`src/bilinear_quad_grid_generator_top_macros.svh`:
```
// Assertion helpers for the grid generator.
// All assertions are clocked on clk; the first form is masked while arst_n is low.
`ifndef BILINEAR_QUAD_GRID_GENERATOR_TOP_MACROS_SVH
`define BILINEAR_QUAD_GRID_GENERATOR_TOP_MACROS_SVH

`ifndef SYNTHESIS
`define BQG_ASSERT(label, prop, msg) \
	label: assert property (@(posedge clk) disable iff (!arst_n) prop) else $error(msg);
`define BQG_ASSERT_ALWAYS(label, prop, msg) \
	label: assert property (@(posedge clk) prop) else $error(msg);
`else
`define BQG_ASSERT(label, prop, msg)
`define BQG_ASSERT_ALWAYS(label, prop, msg)
`endif

`endif

```
`src/bqg_pkg.sv`:
```
package bqg_pkg;

	// Largest resolution honored; the resolution register is RES_W bits wide and keeps only the low bits of a write.
	localparam int MAX_RESOLUTION = 255;

	localparam int RES_W      = 8;
	localparam int CORNER_W   = 32;
	localparam int CFG_IDX_W  = 3;
	localparam int CFG_DATA_W = 32;
	localparam int COORD_W    = 24;
	localparam int TEX_W      = 17;
	localparam int IDX_W      = 16;

	// Register indexes of the configuration port.
	localparam logic [CFG_IDX_W-1:0] CFG_TOP_LEFT     = 3'd0;
	localparam logic [CFG_IDX_W-1:0] CFG_TOP_RIGHT    = 3'd1;
	localparam logic [CFG_IDX_W-1:0] CFG_BOTTOM_RIGHT = 3'd2;
	localparam logic [CFG_IDX_W-1:0] CFG_BOTTOM_LEFT  = 3'd3;
	localparam logic [CFG_IDX_W-1:0] CFG_RESOLUTION   = 3'd4;

	localparam logic [RES_W-1:0] RES_RESET = 8'd10;

	// Divider: quotient bits produced one per cycle.
	localparam int DIV_NUM_W = 40;
	localparam int DIV_DEN_W = 16;
	localparam int DIV_STEPS = 24;
	localparam int DIV_CNT_W = $clog2(DIV_STEPS);

	typedef struct packed {
		logic accept;
		logic calc_a;
		logic calc_b;
		logic calc_c;
		logic div_start;
		logic div_step;
		logic res_load;
	} dp_cmd_t;

endpackage

```
`src/bqg_ctrl.sv`:
```
module bqg_ctrl (
	input  logic              clk,
	input  logic              arst_n,
	input  logic              in_valid,
	input  logic              out_ready,
	output logic              in_ready,
	output logic              out_valid,
	output bqg_pkg::dp_cmd_t  cmd
);
	import bqg_pkg::*;

	typedef enum logic [2:0] {
		S_IDLE,
		S_CALC_A,
		S_CALC_B,
		S_CALC_C,
		S_DIV_START,
		S_DIVIDE,
		S_DONE
	} state_t;

	state_t               state_q;
	logic                 in_ready_q;
	logic                 out_valid_q;
	logic [DIV_CNT_W-1:0] cnt_q;
	logic                 out_free;

	assign out_free = !out_valid_q || out_ready;

	always_ff @(posedge clk or negedge arst_n) begin
		if (!arst_n) begin
			state_q     <= S_IDLE;
			in_ready_q  <= 1'b1;
			out_valid_q <= 1'b0;
			cnt_q       <= '0;
		end else begin
			if (cmd.res_load) out_valid_q <= 1'b1;
			else if (out_ready) out_valid_q <= 1'b0;
			case (state_q)
				S_IDLE: begin
					if (in_valid) begin
						in_ready_q <= 1'b0;
						state_q    <= S_CALC_A;
					end
				end
				S_CALC_A:    state_q <= S_CALC_B;
				S_CALC_B:    state_q <= S_CALC_C;
				S_CALC_C:    state_q <= S_DIV_START;
				S_DIV_START: begin
					cnt_q   <= DIV_CNT_W'(DIV_STEPS - 1);
					state_q <= S_DIVIDE;
				end
				S_DIVIDE: begin
					if (cnt_q == '0) state_q <= S_DONE;
					else cnt_q <= cnt_q - DIV_CNT_W'(1);
				end
				S_DONE: begin
					// result register frees up on the same edge as its transfer
					if (out_free) begin
						in_ready_q  <= 1'b1;
						state_q     <= S_IDLE;
					end
				end
				default: state_q <= S_IDLE;
			endcase
		end
	end

	assign in_ready  = in_ready_q;
	assign out_valid = out_valid_q;

	always_comb begin
		cmd           = '0;
		cmd.accept    = in_valid && in_ready_q;
		cmd.calc_a    = state_q == S_CALC_A;
		cmd.calc_b    = state_q == S_CALC_B;
		cmd.calc_c    = state_q == S_CALC_C;
		cmd.div_start = state_q == S_DIV_START;
		cmd.div_step  = state_q == S_DIVIDE;
		cmd.res_load  = (state_q == S_DONE) && out_free;
	end
endmodule

```
`config.mk`:
```
export PLATFORM = sky130hd
export DESIGN_NAME = bqg_ctrl
export DESIGN_NICKNAME = d
export VERILOG_FILES = /design/src/bilinear_quad_grid_generator_top_macros.svh /design/src/bqg_pkg.sv /design/src/bqg_ctrl.sv
export SDC_FILE = /design/constraint.sdc
export NUM_CORES = 1
export LEC_CHECK = 0
export BUFFER_PORTS_ARGS = -buffer_cell sky130_fd_sc_hd__buf_4
export CORE_AREA = 2 2 39 41
export CTS_BUF_LIST = sky130_fd_sc_hd__clkbuf_16
export CTS_CLUSTER_SIZE = 14
export DETAILED_ROUTE_END_ITERATION = 16
export DIE_AREA = 0 0 41 43
export GPL_TIMING_DRIVEN = 0
export PLACE_DENSITY_LB_ADDON = 0.2
export SLEW_MARGIN = 30
export SYNTH_ARGS = -nofsm -noshare
export SYNTH_HDL_FRONTEND = slang
export SYNTH_SLANG_ARGS = --single-unit
```
`constraint.sdc`:
```
create_clock -name clk -period 2 [get_ports clk]
set_clock_uncertainty 0.1 [all_clocks]
set_input_delay 0.3 -clock clk [delete_from_list [all_inputs] [get_ports clk]]
set_output_delay 0.3 -clock clk [all_outputs]
set_load 0.05 [all_outputs]
```
# Word-level counts from Yosys, hierarchy flattened
# Cells that the tools add are included.
dict set report op_classes {
  addsub 1
  eq_ne 10
  mux 11
  reduce_logical 12
}
# op n
set ops {}
lappend ops {{one-hot mux 3 bit (7 select lines)} 1}
lappend ops {{one-hot mux 5 bit (2 select lines)} 1}
lappend ops {{equality test 3 bit, second input constant} 3}
lappend ops {{two-way mux 3 bit} 3}
lappend ops {{equality test 3 x 2 -> 1 bit, second input constant} 2}
lappend ops {{!= test 2 bit, second input constant} 3}
lappend ops {{AND reduction 3 bit} 2}
lappend ops {{nonzero test 2 bit} 3}
lappend ops {{logical NOT 5 bit} 1}
lappend ops {{two-way mux 5 bit} 1}
lappend ops {{subtractor 5 x 1 -> 5 bit, second input constant} 1}
lappend ops {{two-way mux 1 bit} 4}
lappend ops {{equality test 3 x 1 -> 1 bit, second input constant} 1}
lappend ops {{logical NOT 3 bit} 1}
lappend ops {{logical AND 1 bit} 2}
lappend ops {{!= test 2 x 1 -> 1 bit, second input constant} 1}
lappend ops {{one-hot mux 1 bit (2 select lines)} 1}
lappend ops {{AND reduction 2 bit} 1}
lappend ops {{logical NOT 1 bit} 1}
lappend ops {{logical OR 1 bit} 1}
dict set report totals {
  ff_bits 10
  elab_cells 38
}

# Depth between registers and ports, before layout
# Gate-level depths: netlist of the first run.
dict set report depth {
  depth_word 4
  ltp_mapped 5
  ltp_nobuf 5
}

# Least setup slack after synthesis of the first run
# OpenSTA, ideal clock, no wires.
dict set report synth_path {
  path_kind {register to output}
  start {reg state_q[0]}
  end {out cmd[5] in the netlist's numbering}
  t_arrival_ps 1771
  required_time_ps 1600
  setup_slack_ps -171
  stages_incl_launch_ff 3
  cell_sequence {dfrtp_1 > buf_2 > nor3b_1}
}
# item line
set synth_lines {}
lappend synth_lines {{start, declared} bqg_ctrl.sv:22} ;# state_t state_q;
lappend synth_lines {{start signal, assigned} bqg_ctrl.sv:32} ;# state_q <= S_IDLE;
lappend synth_lines {{start signal, assigned} bqg_ctrl.sv:43} ;# state_q <= S_CALC_A;
lappend synth_lines {{start signal, assigned} bqg_ctrl.sv:46} ;# S_CALC_A: state_q <= S_CALC_B;
lappend synth_lines {{end, declared} bqg_ctrl.sv:8} ;# output bqg_pkg::dp_cmd_t cmd

==> PnR_summary.wiki, run 1 <==
{| class="wikitable"
! Metric !! Value
|-
| Delay of the slowest cell on the worst path || 0.35 ns
|-
| Total leakage power || 0.374 nW
|-
| Cell at the root of the clock tree || clkbuf_16
|-
| DIE WIDTH || 41 um
|-
| Worst path cell trace || buf_2 -> and2b_1 -> and2_1 -> buf_4
|-
| Count of clock tree sinks || 10
|-
| Synthesized-area fraction occupied by xor and xnor cells || 1.49%
|-
| Slew @ Worst Pin || 0.326 ns
|-
| # nets final || 83
|-
| CTS tree || built
|-
| Antenna violations before repair || 0
|-
| Fin. Hold Viols || 0
|-
| Kind of capture point of the worst setup path || primary output
|-
| Run status || completed
|-
| Simple logic cell fraction of the synthesized area || 25.6%
|-
| Detail-routed via count per cell || 5.09
|-
| First-pass GRT wire length || 1990 um
|-
| Critical setup path kind || flip-flop to primary output
|-
| Total grt overflow || 0
|-
| Total power after layout || 1.48 mW
|-
| Top fanout value on the critical path || 10
|-
| Number of H-tree levels || 1
|-
| Syn Std Cell Area || 587 um^2
|-
| Clock transition at path regs || 0.04 ns
|-
| Required time at the endpoint of the critical path || 1.60 ns
|-
| Critical Path Start Type || flip-flop
|-
| Adder and majority gate portion of the synthesized area || 2.13%
|-
| Maximum resistive drop on vdd || 0.000773 V
|-
| Family with the most delay on the worst path || simple AND/OR/NAND/NOR gates
|-
| Max-cap violations || 0
|-
| Vias in the first global route || 482
|-
| Worst Slack Setup Final || 0.272 ns
|-
| Areal power density over the cells || 1870 nW/um^2
|-
| Count of boundary I/O pins || 13
|-
| Post-route cell area || 791 um^2
|-
| Highest-delay cell along the critical path || dfrtp_1
|-
| Count of final setup violators || 0
|-
| Maximum number of pins on one net before global-route repair || 11
|-
| Worst setup timing slack at the placement stage || 0.415 ns
|-
| Final worst path period need || 1.73 ns
|-
| DRC violation total after the first TritonRoute iteration || 8
|-
| Die outline area || 1760 um^2
|-
| Period utilisation layout || 86.4%
|-
| Worst max-slew margin expressed relative to the limit || 78.2%
|-
| IO buf count || 12
|-
| Total nets after synthesis || 65
|-
| Total routing usage reported by global routing || 17.5%
|-
| Share of synthesized area spent on multiplexers || 4.26%
|-
| Setup TNS || 0 ns
|-
| Max Slew Vio Count || 0
|-
| Post-placement cell area || 702 um^2
|-
| Maximum clock rate || 0.579 GHz
|-
| Die height || 43 um
|-
| Flops & latches, synth || 10
|-
| Compound-cell area share of the yosys netlist || 18.1%
|-
| Total length of routed wires || 1170 um
|-
| First-pass iteration count of the detailed router || 3
|-
| Area growth, synth to finish || 34.8%
|-
| Proportion of layout cells with a drive suffix above 1 || 32.5%
|-
| Number of gates resized after cts || 0
|-
| Mean instance size in the synthesized netlist || 9.78 um^2
|-
| Sequential cell area fraction in the yosys report || 42.9%
|-
| Library cells used by synthesis || 30
|-
| Critical Path AT || 1.33 ns
|-
| Via count || 473
|-
| Buffers and inverters on the worst path || 2
|-
| Post-DP HPWL || 796 um
|-
| Starting Density || 42.4%
|-
| Core Region || 1380 um^2
|-
| Worst min-delay path class || input pin to flip-flop
|-
| RSZ-0062 raised after global routing || false
|-
| Dominant combinational cell family by area after synthesis || simple AND/OR/NAND/NOR gates
|-
| Cells after synthesis || 60
|-
| Clock buffer depth || 2
|-
| Remaining number of nets flagged by the antenna check after routing || 0
|-
| Yosys warning count || 0
|-
| Cts bufs inserted || 3
|-
| Total DRC errors in the routed layout || 0
|-
| Worst skew pair latency || 0.24 ns
|-
| Standard-cell row count || 14
|-
| Average wire length per cell after detail routing || 12.6 um
|-
| # diodes || 0
|-
| Placer Congestion || 0.720
|-
| Post-CTS setup repair buffer count || 0
|}
[power by group]
group          total (mW)  internal, mW  switching [mW]
Sequential          0.379         0.295          0.0842
Clock               0.359         0.262          0.0964
Combinational       0.740         0.289           0.451
Total                1.48         0.847           0.631
[cell families after synthesis]
group,count (synthesis)
simple gates,24
buf+inv,6
mux,2
xor+xnor,1
fa+ha+maj,1
flops,10
compound gates,16
[through the flow]
step                      utilization [%]  std cells  hold slack, ns
after global routing                 57.1         93           0.335
after detailed placement             50.7         88          0.0410
after CTS                            57.1         93           0.288
final                                57.1         93           0.285
after global placement               50.7         88          0.0399
after floorplan                         -         60         -0.0956
[worst min-delay path: stages]
cell,delay [ns]
buf_4,0.08
nand2b_1,0.14
nand2_1,0.06
[cells in the final DEF, fill, tap and decap left out]
cell / instances
dfstp_2: 1
or3b_1: 1
and2_1: 2
clkbuf_16: 3
o31a_2: 1
xnor2_1: 1
clkinv_1: 1
a22o_2: 1
o31a_1: 1
dfrtp_1: 9
a21oi_1: 4
nand2b_1: 3
a21o_1: 1
buf_6: 1
nor2_1: 6
nor4b_4: 1
inv_1: 3
o21ai_0: 3
buf_4: 12
ha_1: 1
and2b_1: 1
mux2_4: 1
dlygate4sd3_1: 1
nand3b_1: 1
nand2_1: 4
nor3b_2: 1
mux2i_1: 1
o31ai_1: 1
o22a_1: 1
buf_2: 2
o21ai_1: 2
a21oi_2: 1
or4_1: 1
nor2b_1: 3
[cell usage after synthesis]
library cell,instances,share of area (%)
dfstp_2,1,4.5
o31a_2,1,1.7
mux2_4,1,2.6
or3b_1,1,1.5
and2_1,2,2.1
xnor2_1,1,1.5
o31ai_1,1,1.3
ha_1,1,2.1
nor3b_1,1,1.3
o21ai_1,2,1.7
o21ai_0,3,2.6
a21o_1,1,1.3
buf_2,2,1.7
a21oi_2,1,1.5
dfrtp_1,9,38
o22a_1,1,1.5
nand2_1,4,2.6
o31a_1,1,1.5
and2b_1,1,1.3
a22o_2,1,1.7
inv_1,3,1.9
nand3b_1,1,1.3
mux2i_1,1,1.7
or4_1,1,1.3
a21oi_1,4,3.4
nor2b_1,3,3.2
nand2b_1,3,3.2
nor4b_4,1,4.1
nor2_1,6,3.8
buf_6,1,1.9
[layer usage]
metal | up-vias | routed length (um) | GRT usage [%] | share of wire (%)
met3 | 3 | 58 | 7.85 | 4.9
met2 | 8 | 528 | 23.1 | 45
met1 | 219 | 558 | 22.7 | 48
met5 | - | 0 | 0 | 0
li1 | 243 | - | - | -
met4 | 0 | 25 | 10.0 | 2.1
[sequential cells by signal, indices dropped and copies added, names as in the netlist]
register	count
in_ready	1
state_q	3
out_valid	1
cnt_q	5
[worst paths after layout]
check	start	end	slack [ns]	cells after the start
max in group asynchronous	arst_n	in_ready	1.25	2
worst min register to register	cnt_q[1]	cnt_q[1]	0.43	1
worst max-delay path	state_q[2]	cmd[1]	0.27	4
worst max register to register	cnt_q[0]	cnt_q[0]	0.41	5
min in group asynchronous	arst_n	cnt_q[3]	0.33	2
worst min-delay path	out_ready	out_valid	0.29	3
[layout make-up]
cell class,instances,area (um^2)
Fill cell,125,593
Multi-Input combinational cell,44,308
Sequential cell,10,251
Timing Repair Buffer,13,100
Clock buffer,3,75.1
Buffer,3,21.3
Tap cell,16,20.0
Inverter,3,11.3
Clock inverter,1,3.75
[repair_timing]
item / 4_1_cts / 5_1_grt
setup endpoints to repair: 0 / 0
hold endpoints to repair: 10 / 0
hold buffers: 1 / 0
Power figures use the tool's default switching activity.
==> run 2, diff against run 1 <==
--- a/config.mk
+++ b/config.mk
@@ -12,6 +12,7 @@
 export DETAILED_ROUTE_END_ITERATION = 16
 export DIE_AREA = 0 0 41 43
 export GPL_TIMING_DRIVEN = 0
+export MAX_ROUTING_LAYER = met4
 export PLACE_DENSITY_LB_ADDON = 0.2
 export SLEW_MARGIN = 30
 export SYNTH_ARGS = -nofsm -noshare
==> PnR_summary.wiki, run 2 (synthesis results as in run 1) <==
{| class="wikitable"
! Metric !! Value
|-
| Die height || 43 um
|-
| Area growth, synth to finish || 34.8%
|-
| IO buf count || 12
|-
| # nets final || 83
|-
| Areal power density over the cells || 1870 nW/um^2
|-
| DRC violation total after the first TritonRoute iteration || 8
|-
| Post-DP HPWL || 796 um
|-
| Count of placed standard cells including taps || 88
|-
| Post-placement cell area || 702 um^2
|-
| Final worst path period need || 1.73 ns
|-
| RSZ-0062 raised after global routing || false
|-
| Post-cts hold buffer count || 1
|-
| Vias in the first global route || 483
|-
| Period utilisation layout || 86.3%
|-
| Placer Congestion || 0.728
|-
| Critical setup path kind || flip-flop to primary output
|-
| Proportion of layout cells with a drive suffix above 1 || 32.5%
|-
| Critical Path AT || 1.33 ns
|-
| Total DRC errors in the routed layout || 0
|-
| First-pass iteration count of the detailed router || 4
|-
| Top Registers || cnt_q: 5 flops, state_q: 3 flops
|-
| Number of H-tree levels || 1
|-
| Post-route cell area || 791 um^2
|-
| Maximum number of pins on one net before global-route repair || 11
|-
| Count of boundary I/O pins || 13
|-
| Starting Density || 42.4%
|-
| Worst min-delay path class || input pin to flip-flop
|-
| Max Slew Vio Count || 0
|-
| Detail-routed via count per cell || 5.10
|-
| Worst max-slew margin expressed relative to the limit || 78.2%
|-
| Flip-flop count of the largest register, all copies and words added || 5
|-
| Worst Slack Setup Final || 0.273 ns
|-
| Worst Hold Slack || 0.286 ns
|-
| Endpoint of the worst register-to-register path || cnt_q[0]
|-
| Leading cell type in the layout, fill and taps excluded || buf_4
|-
| Max-cap violations || 0
|-
| Worst skew pair latency || 0.24 ns
|-
| Die outline area || 1760 um^2
|-
| Slew @ Worst Pin || 0.326 ns
|-
| Register with the most flip-flops || cnt_q
|-
| Count of non-filler cells in the finished layout || 93
|-
| Maximum clock rate || 0.579 GHz
|-
| Leading cell types in the layout, fill and taps excluded || buf_4 (12), dfrtp_1 (9), nor2_1 (6), nand2_1 (4), a21oi_1 (4)
|-
| Setup TNS || 0 ns
|-
| Total grt overflow || 0
|-
| Clock buffer depth || 2
|-
| Critical R2R Launch || cnt_q[0]
|-
| Worst min-delay path endpoint || out_valid
|-
| Standard-cell row count || 14
|-
| Cell at the root of the clock tree || clkbuf_16
|-
| Clock transition at path regs || 0.04 ns
|-
| Count of final setup violators || 0
|-
| First-pass GRT wire length || 1980 um
|-
| Antenna violations before repair || 0
|-
| Remaining number of nets flagged by the antenna check after routing || 0
|-
| Cts bufs inserted || 3
|-
| Core Region || 1380 um^2
|-
| Total power after layout || 1.48 mW
|-
| Required time at the endpoint of the critical path || 1.60 ns
|-
| Average wire length per cell after detail routing || 12.6 um
|-
| Path depth of the worst reg2reg path || 5
|-
| Top fanout value on the critical path || 10
|-
| Share of the core filled with cells in the final layout || 57.1%
|-
| Number of stages on the worst hold path || 3
|-
| CTS tree || built
|-
| Total length of routed wires || 1170 um
|-
| Fin. Hold Viols || 0
|-
| Kind of capture point of the worst setup path || primary output
|-
| Run status || completed
|-
| Critical Path Start Type || flip-flop
|-
| Post-CTS setup repair buffer count || 0
|-
| Number of gates resized after cts || 0
|-
| DIE WIDTH || 41 um
|-
| # diodes || 0
|-
| Total leakage power || 0.374 nW
|-
| Via count || 474
|-
| Count of clock tree sinks || 10
|-
| Total routing usage reported by global routing || 17.9%
|-
| Setup slack, reg-to-reg || 0.41 ns
|-
| Worst setup timing slack at the placement stage || 0.415 ns
|-
| Maximum resistive drop on vdd || 0.000774 V
|-
| Startpoint of the lowest-slack hold path || out_ready
|}
[run 2: cell counts in the layout (fill, tap and decap cells not counted)]
Identical to the previous run, type by type.
[run 2: area by class of cell]
| class | instances | area [um^2] |
|---|---|---|
| Timing Repair Buffer | 13 | 100 |
| Inverter | 3 | 11.3 |
| Multi-Input combinational cell | 44 | 308 |
| Clock buffer | 3 | 75.1 |
| Sequential cell | 10 | 251 |
| Fill cell | 125 | 593 |
| Tap cell | 16 | 20.0 |
| Clock inverter | 1 | 3.75 |
| Buffer | 3 | 21.3 |
[run 2: power breakdown]
| part | leakage, nW | internal [mW] | switching (mW) |
|---|---|---|---|
| combinational | 0.220 | 0.289 | 0.451 |
| clock | 0.0385 | 0.262 | 0.0950 |
| sequential | 0.116 | 0.295 | 0.0839 |
[run 2: critical path, cell delays in order (launching register included)]
cell and delay [ns]:
dfrtp_1 0.35, buf_2 0.18, and2b_1 0.22, and2_1 0.16
buf_4 0.18
[run 2: worst max-delay path by stage]
stage               startpoint       end  slack [ns]  cells after the start
floorplan            out_valid    cmd[0]        0.16                      2
detailed placement    cnt_q[0]  cnt_q[0]        0.42                      5
global route        state_q[0]    cmd[5]        0.18                      3
CTS                 state_q[2]    cmd[1]        0.27                      4
finish              state_q[2]    cmd[1]        0.27                      4
global placement      cnt_q[0]  cnt_q[0]        0.43                      5
[run 2: routing by layer]
layer	part of all wire [%]	vias to the layer above	wire length, um	GRT usage [%]
met5	0	-	0	-
met4	1.8	0	21	10.0
met3	4.9	2	57	7.85
met2	46	8	533	23.1
met1	48	220	557	22.7
li1	-	244	-	-
==> run 3, diff against run 2 <==
--- a/config.mk
+++ b/config.mk
@@ -6,11 +6,13 @@
 export NUM_CORES = 1
 export LEC_CHECK = 0
 export BUFFER_PORTS_ARGS = -buffer_cell sky130_fd_sc_hd__buf_4
-export CORE_AREA = 2 2 39 41
+export CELL_PAD_IN_SITES_DETAIL_PLACEMENT = 0
+export CELL_PAD_IN_SITES_GLOBAL_PLACEMENT = 1
+export CORE_MARGIN = 2
+export CORE_UTILIZATION = 38
 export CTS_BUF_LIST = sky130_fd_sc_hd__clkbuf_16
 export CTS_CLUSTER_SIZE = 14
 export DETAILED_ROUTE_END_ITERATION = 16
-export DIE_AREA = 0 0 41 43
 export GPL_TIMING_DRIVEN = 0
 export MAX_ROUTING_LAYER = met4
 export PLACE_DENSITY_LB_ADDON = 0.2
==> PnR_summary.wiki, run 3 (synthesis results as in run 1) <==
{| class="wikitable"
! Metric !! Value
|-
| Worst path cell trace || buf_2 -> and2b_1 -> and2_1 -> buf_4
|-
| Switching share of power || 42.5%
|-
| Total length of routed wires || 1130 um
|-
| # nets final || 83
|-
| # diodes || 0
|-
| Critical setup path kind || flip-flop to primary output
|-
| Flip-flop count of the largest register, all copies and words added || 5
|-
| Maximum clock rate || 0.580 GHz
|-
| Post-DP HPWL || 800 um
|-
| Worst min-delay path class || input pin to flip-flop
|-
| Post-cts hold buffer count || 1
|-
| Part of the power in registers || 25.9%
|-
| Leading cell type in the layout, fill and taps excluded || buf_4
|-
| IO buf count || 12
|-
| Placer Congestion || 0.747
|-
| Remaining number of nets flagged by the antenna check after routing || 0
|-
| Leading cell types in the layout, fill and taps excluded || buf_4 (12), dfrtp_1 (9), nor2_1 (6)
|-
| Post-CTS setup repair buffer count || 0
|-
| Cts bufs inserted || 3
|-
| Die outline area || 1870 um^2
|-
| Area growth, synth to finish || 34.8%
|-
| Highest-delay cell along the critical path || dfrtp_1
|-
| Internal power of the cells || 0.846 mW
|-
| Maximum resistive drop on vdd || 0.000939 V
|-
| Number of H-tree levels || 1
|-
| Standard-cell row count || 14
|-
| Maximum number of pins on one net before global-route repair || 11
|-
| DRC violation total after the first TritonRoute iteration || 4
|-
| Max-cap violations || 0
|-
| Critical Path Start Type || flip-flop
|-
| Total routing usage reported by global routing || 15.9%
|-
| Count of boundary I/O pins || 13
|-
| Clock share of power || 24.4%
|-
| Total DRC errors in the routed layout || 0
|-
| Clock transition at path regs || 0.04 ns
|-
| First-pass iteration count of the detailed router || 4
|-
| Register with the most flip-flops || cnt_q
|-
| Count of final setup violators || 0
|-
| Total grt overflow || 0
|-
| Detail-routed via count per cell || 5.12
|-
| Die height || 43.3 um
|-
| Endpoint of the worst register-to-register path || cnt_q[0]
|-
| Total leakage power || 0.378 nW
|-
| First-pass GRT wire length || 2060 um
|-
| Worst max-slew margin expressed relative to the limit || 79.4%
|-
| Period utilisation layout || 86.2%
|-
| Run status || completed
|-
| Setup TNS || 0 ns
|-
| Core Region || 1470 um^2
|-
| Number of gates resized after cts || 0
|-
| DIE WIDTH || 43.3 um
|-
| Areal power density over the cells || 1860 nW/um^2
|-
| Delay of the slowest cell on the worst path || 0.35 ns
|-
| Max Slew Vio Count || 0
|-
| Kind of capture point of the worst setup path || primary output
|-
| Worst skew pair latency || 0.24 ns
|-
| Worst min-delay path endpoint || out_valid
|-
| Switching power of the nets || 0.625 mW
|-
| Critical Path AT || 1.32 ns
|-
| Path depth of the worst reg2reg path || 5
|-
| Top Registers || cnt_q: 5 flops, state_q: 3 flops
|-
| Worst Hold Slack || 0.276 ns
|-
| Starting Density || 39.9%
|-
| Proportion of layout cells with a drive suffix above 1 || 32.5%
|-
| Antenna violations before repair || 0
|-
| Top fanout value on the critical path || 10
|-
| Setup slack, reg-to-reg || 0.41 ns
|-
| Fraction of power consumed by combinational cells || 49.7%
|-
| Average wire length per cell after detail routing || 12.1 um
|-
| Required time at the endpoint of the critical path || 1.60 ns
|-
| Final worst path period need || 1.72 ns
|-
| RSZ-0062 raised after global routing || false
|-
| Clock buffer depth || 2
|-
| Cell at the root of the clock tree || clkbuf_16
|-
| Number of stages on the worst hold path || 3
|-
| Critical R2R Launch || cnt_q[0]
|-
| Count of clock tree sinks || 10
|-
| Vias in the first global route || 473
|-
| Fin. Hold Viols || 0
|-
| CTS tree || built
|-
| Via count || 476
|-
| Slew @ Worst Pin || 0.308 ns
|-
| Startpoint of the lowest-slack hold path || out_ready
|}
## run 3: cell count changes in the layout (fill, tap and decap cells not counted)
cell      previous run  this run
clkinv_1             1         0
inv_1                3         4
## run 3: layout make-up
type / count / area (um^2)
plain buffers: 3 / 21.3
clock buffers: 3 / 75.1
clock inverters: 1 / 3.75
fillers: 147 / 681
inverters: 3 / 11.3
multi-input cells: 44 / 308
flip-flops and latches: 10 / 251
well taps: 16 / 20.0
repair buffers: 13 / 100
## run 3: power by group through the flow
stage / clock, mW / combinational [mW] / sequential [mW]
after floorplan: 0 / 0.525 / 0.421
after global placement: 0 / 0.736 / 0.379
after detailed placement: 0 / 0.737 / 0.384
after CTS: 0.365 / 0.741 / 0.381
after global routing: 0.378 / 0.808 / 0.398
final: 0.359 / 0.730 / 0.381
## run 3: per-stage QoR
step,std cells,setup slack (ns),utilization (%),instance area (um^2),power (mW)
6_report,93,0.277,53.7,791,1.47
5_1_grt,93,0.149,53.7,791,1.58
4_1_cts,93,0.263,53.7,791,1.49
3_5_place_dp,88,0.421,47.7,702,1.12
3_3_place_gp,88,0.420,47.7,702,1.12
2_1_floorplan,60,0.163,-,592,0.946
## run 3: routing by layer
metal  share of wire [%]  vias up  global-route usage, %
li1                    -      239                      -
met1                  49      221                   21.5
met2                  43       11                   21.5
met3                 5.0        5                   3.83
met4                 2.6        0                   9.09
met5                   0        -                      -
## run 3: critical path, delay by kind of cell, from the launching register on
| family | cells | cell delay [ns] |
|---|---|---|
| buf+inv | 2 | 0.36 |
| flops | 1 | 0.35 |
| simple gates | 2 | 0.38 |
## run 3: how the worst max path moves through the flow
stage,start,end,slack (ns)
3_3_place_gp,cnt_q[0],cnt_q[0],0.42
5_1_grt,state_q[0],cmd[3],0.15
3_5_place_dp,cnt_q[0],cnt_q[0],0.42
2_1_floorplan,out_valid,cmd[0],0.16
4_1_cts,state_q[2],cmd[1],0.26
6_report,state_q[2],cmd[1],0.28
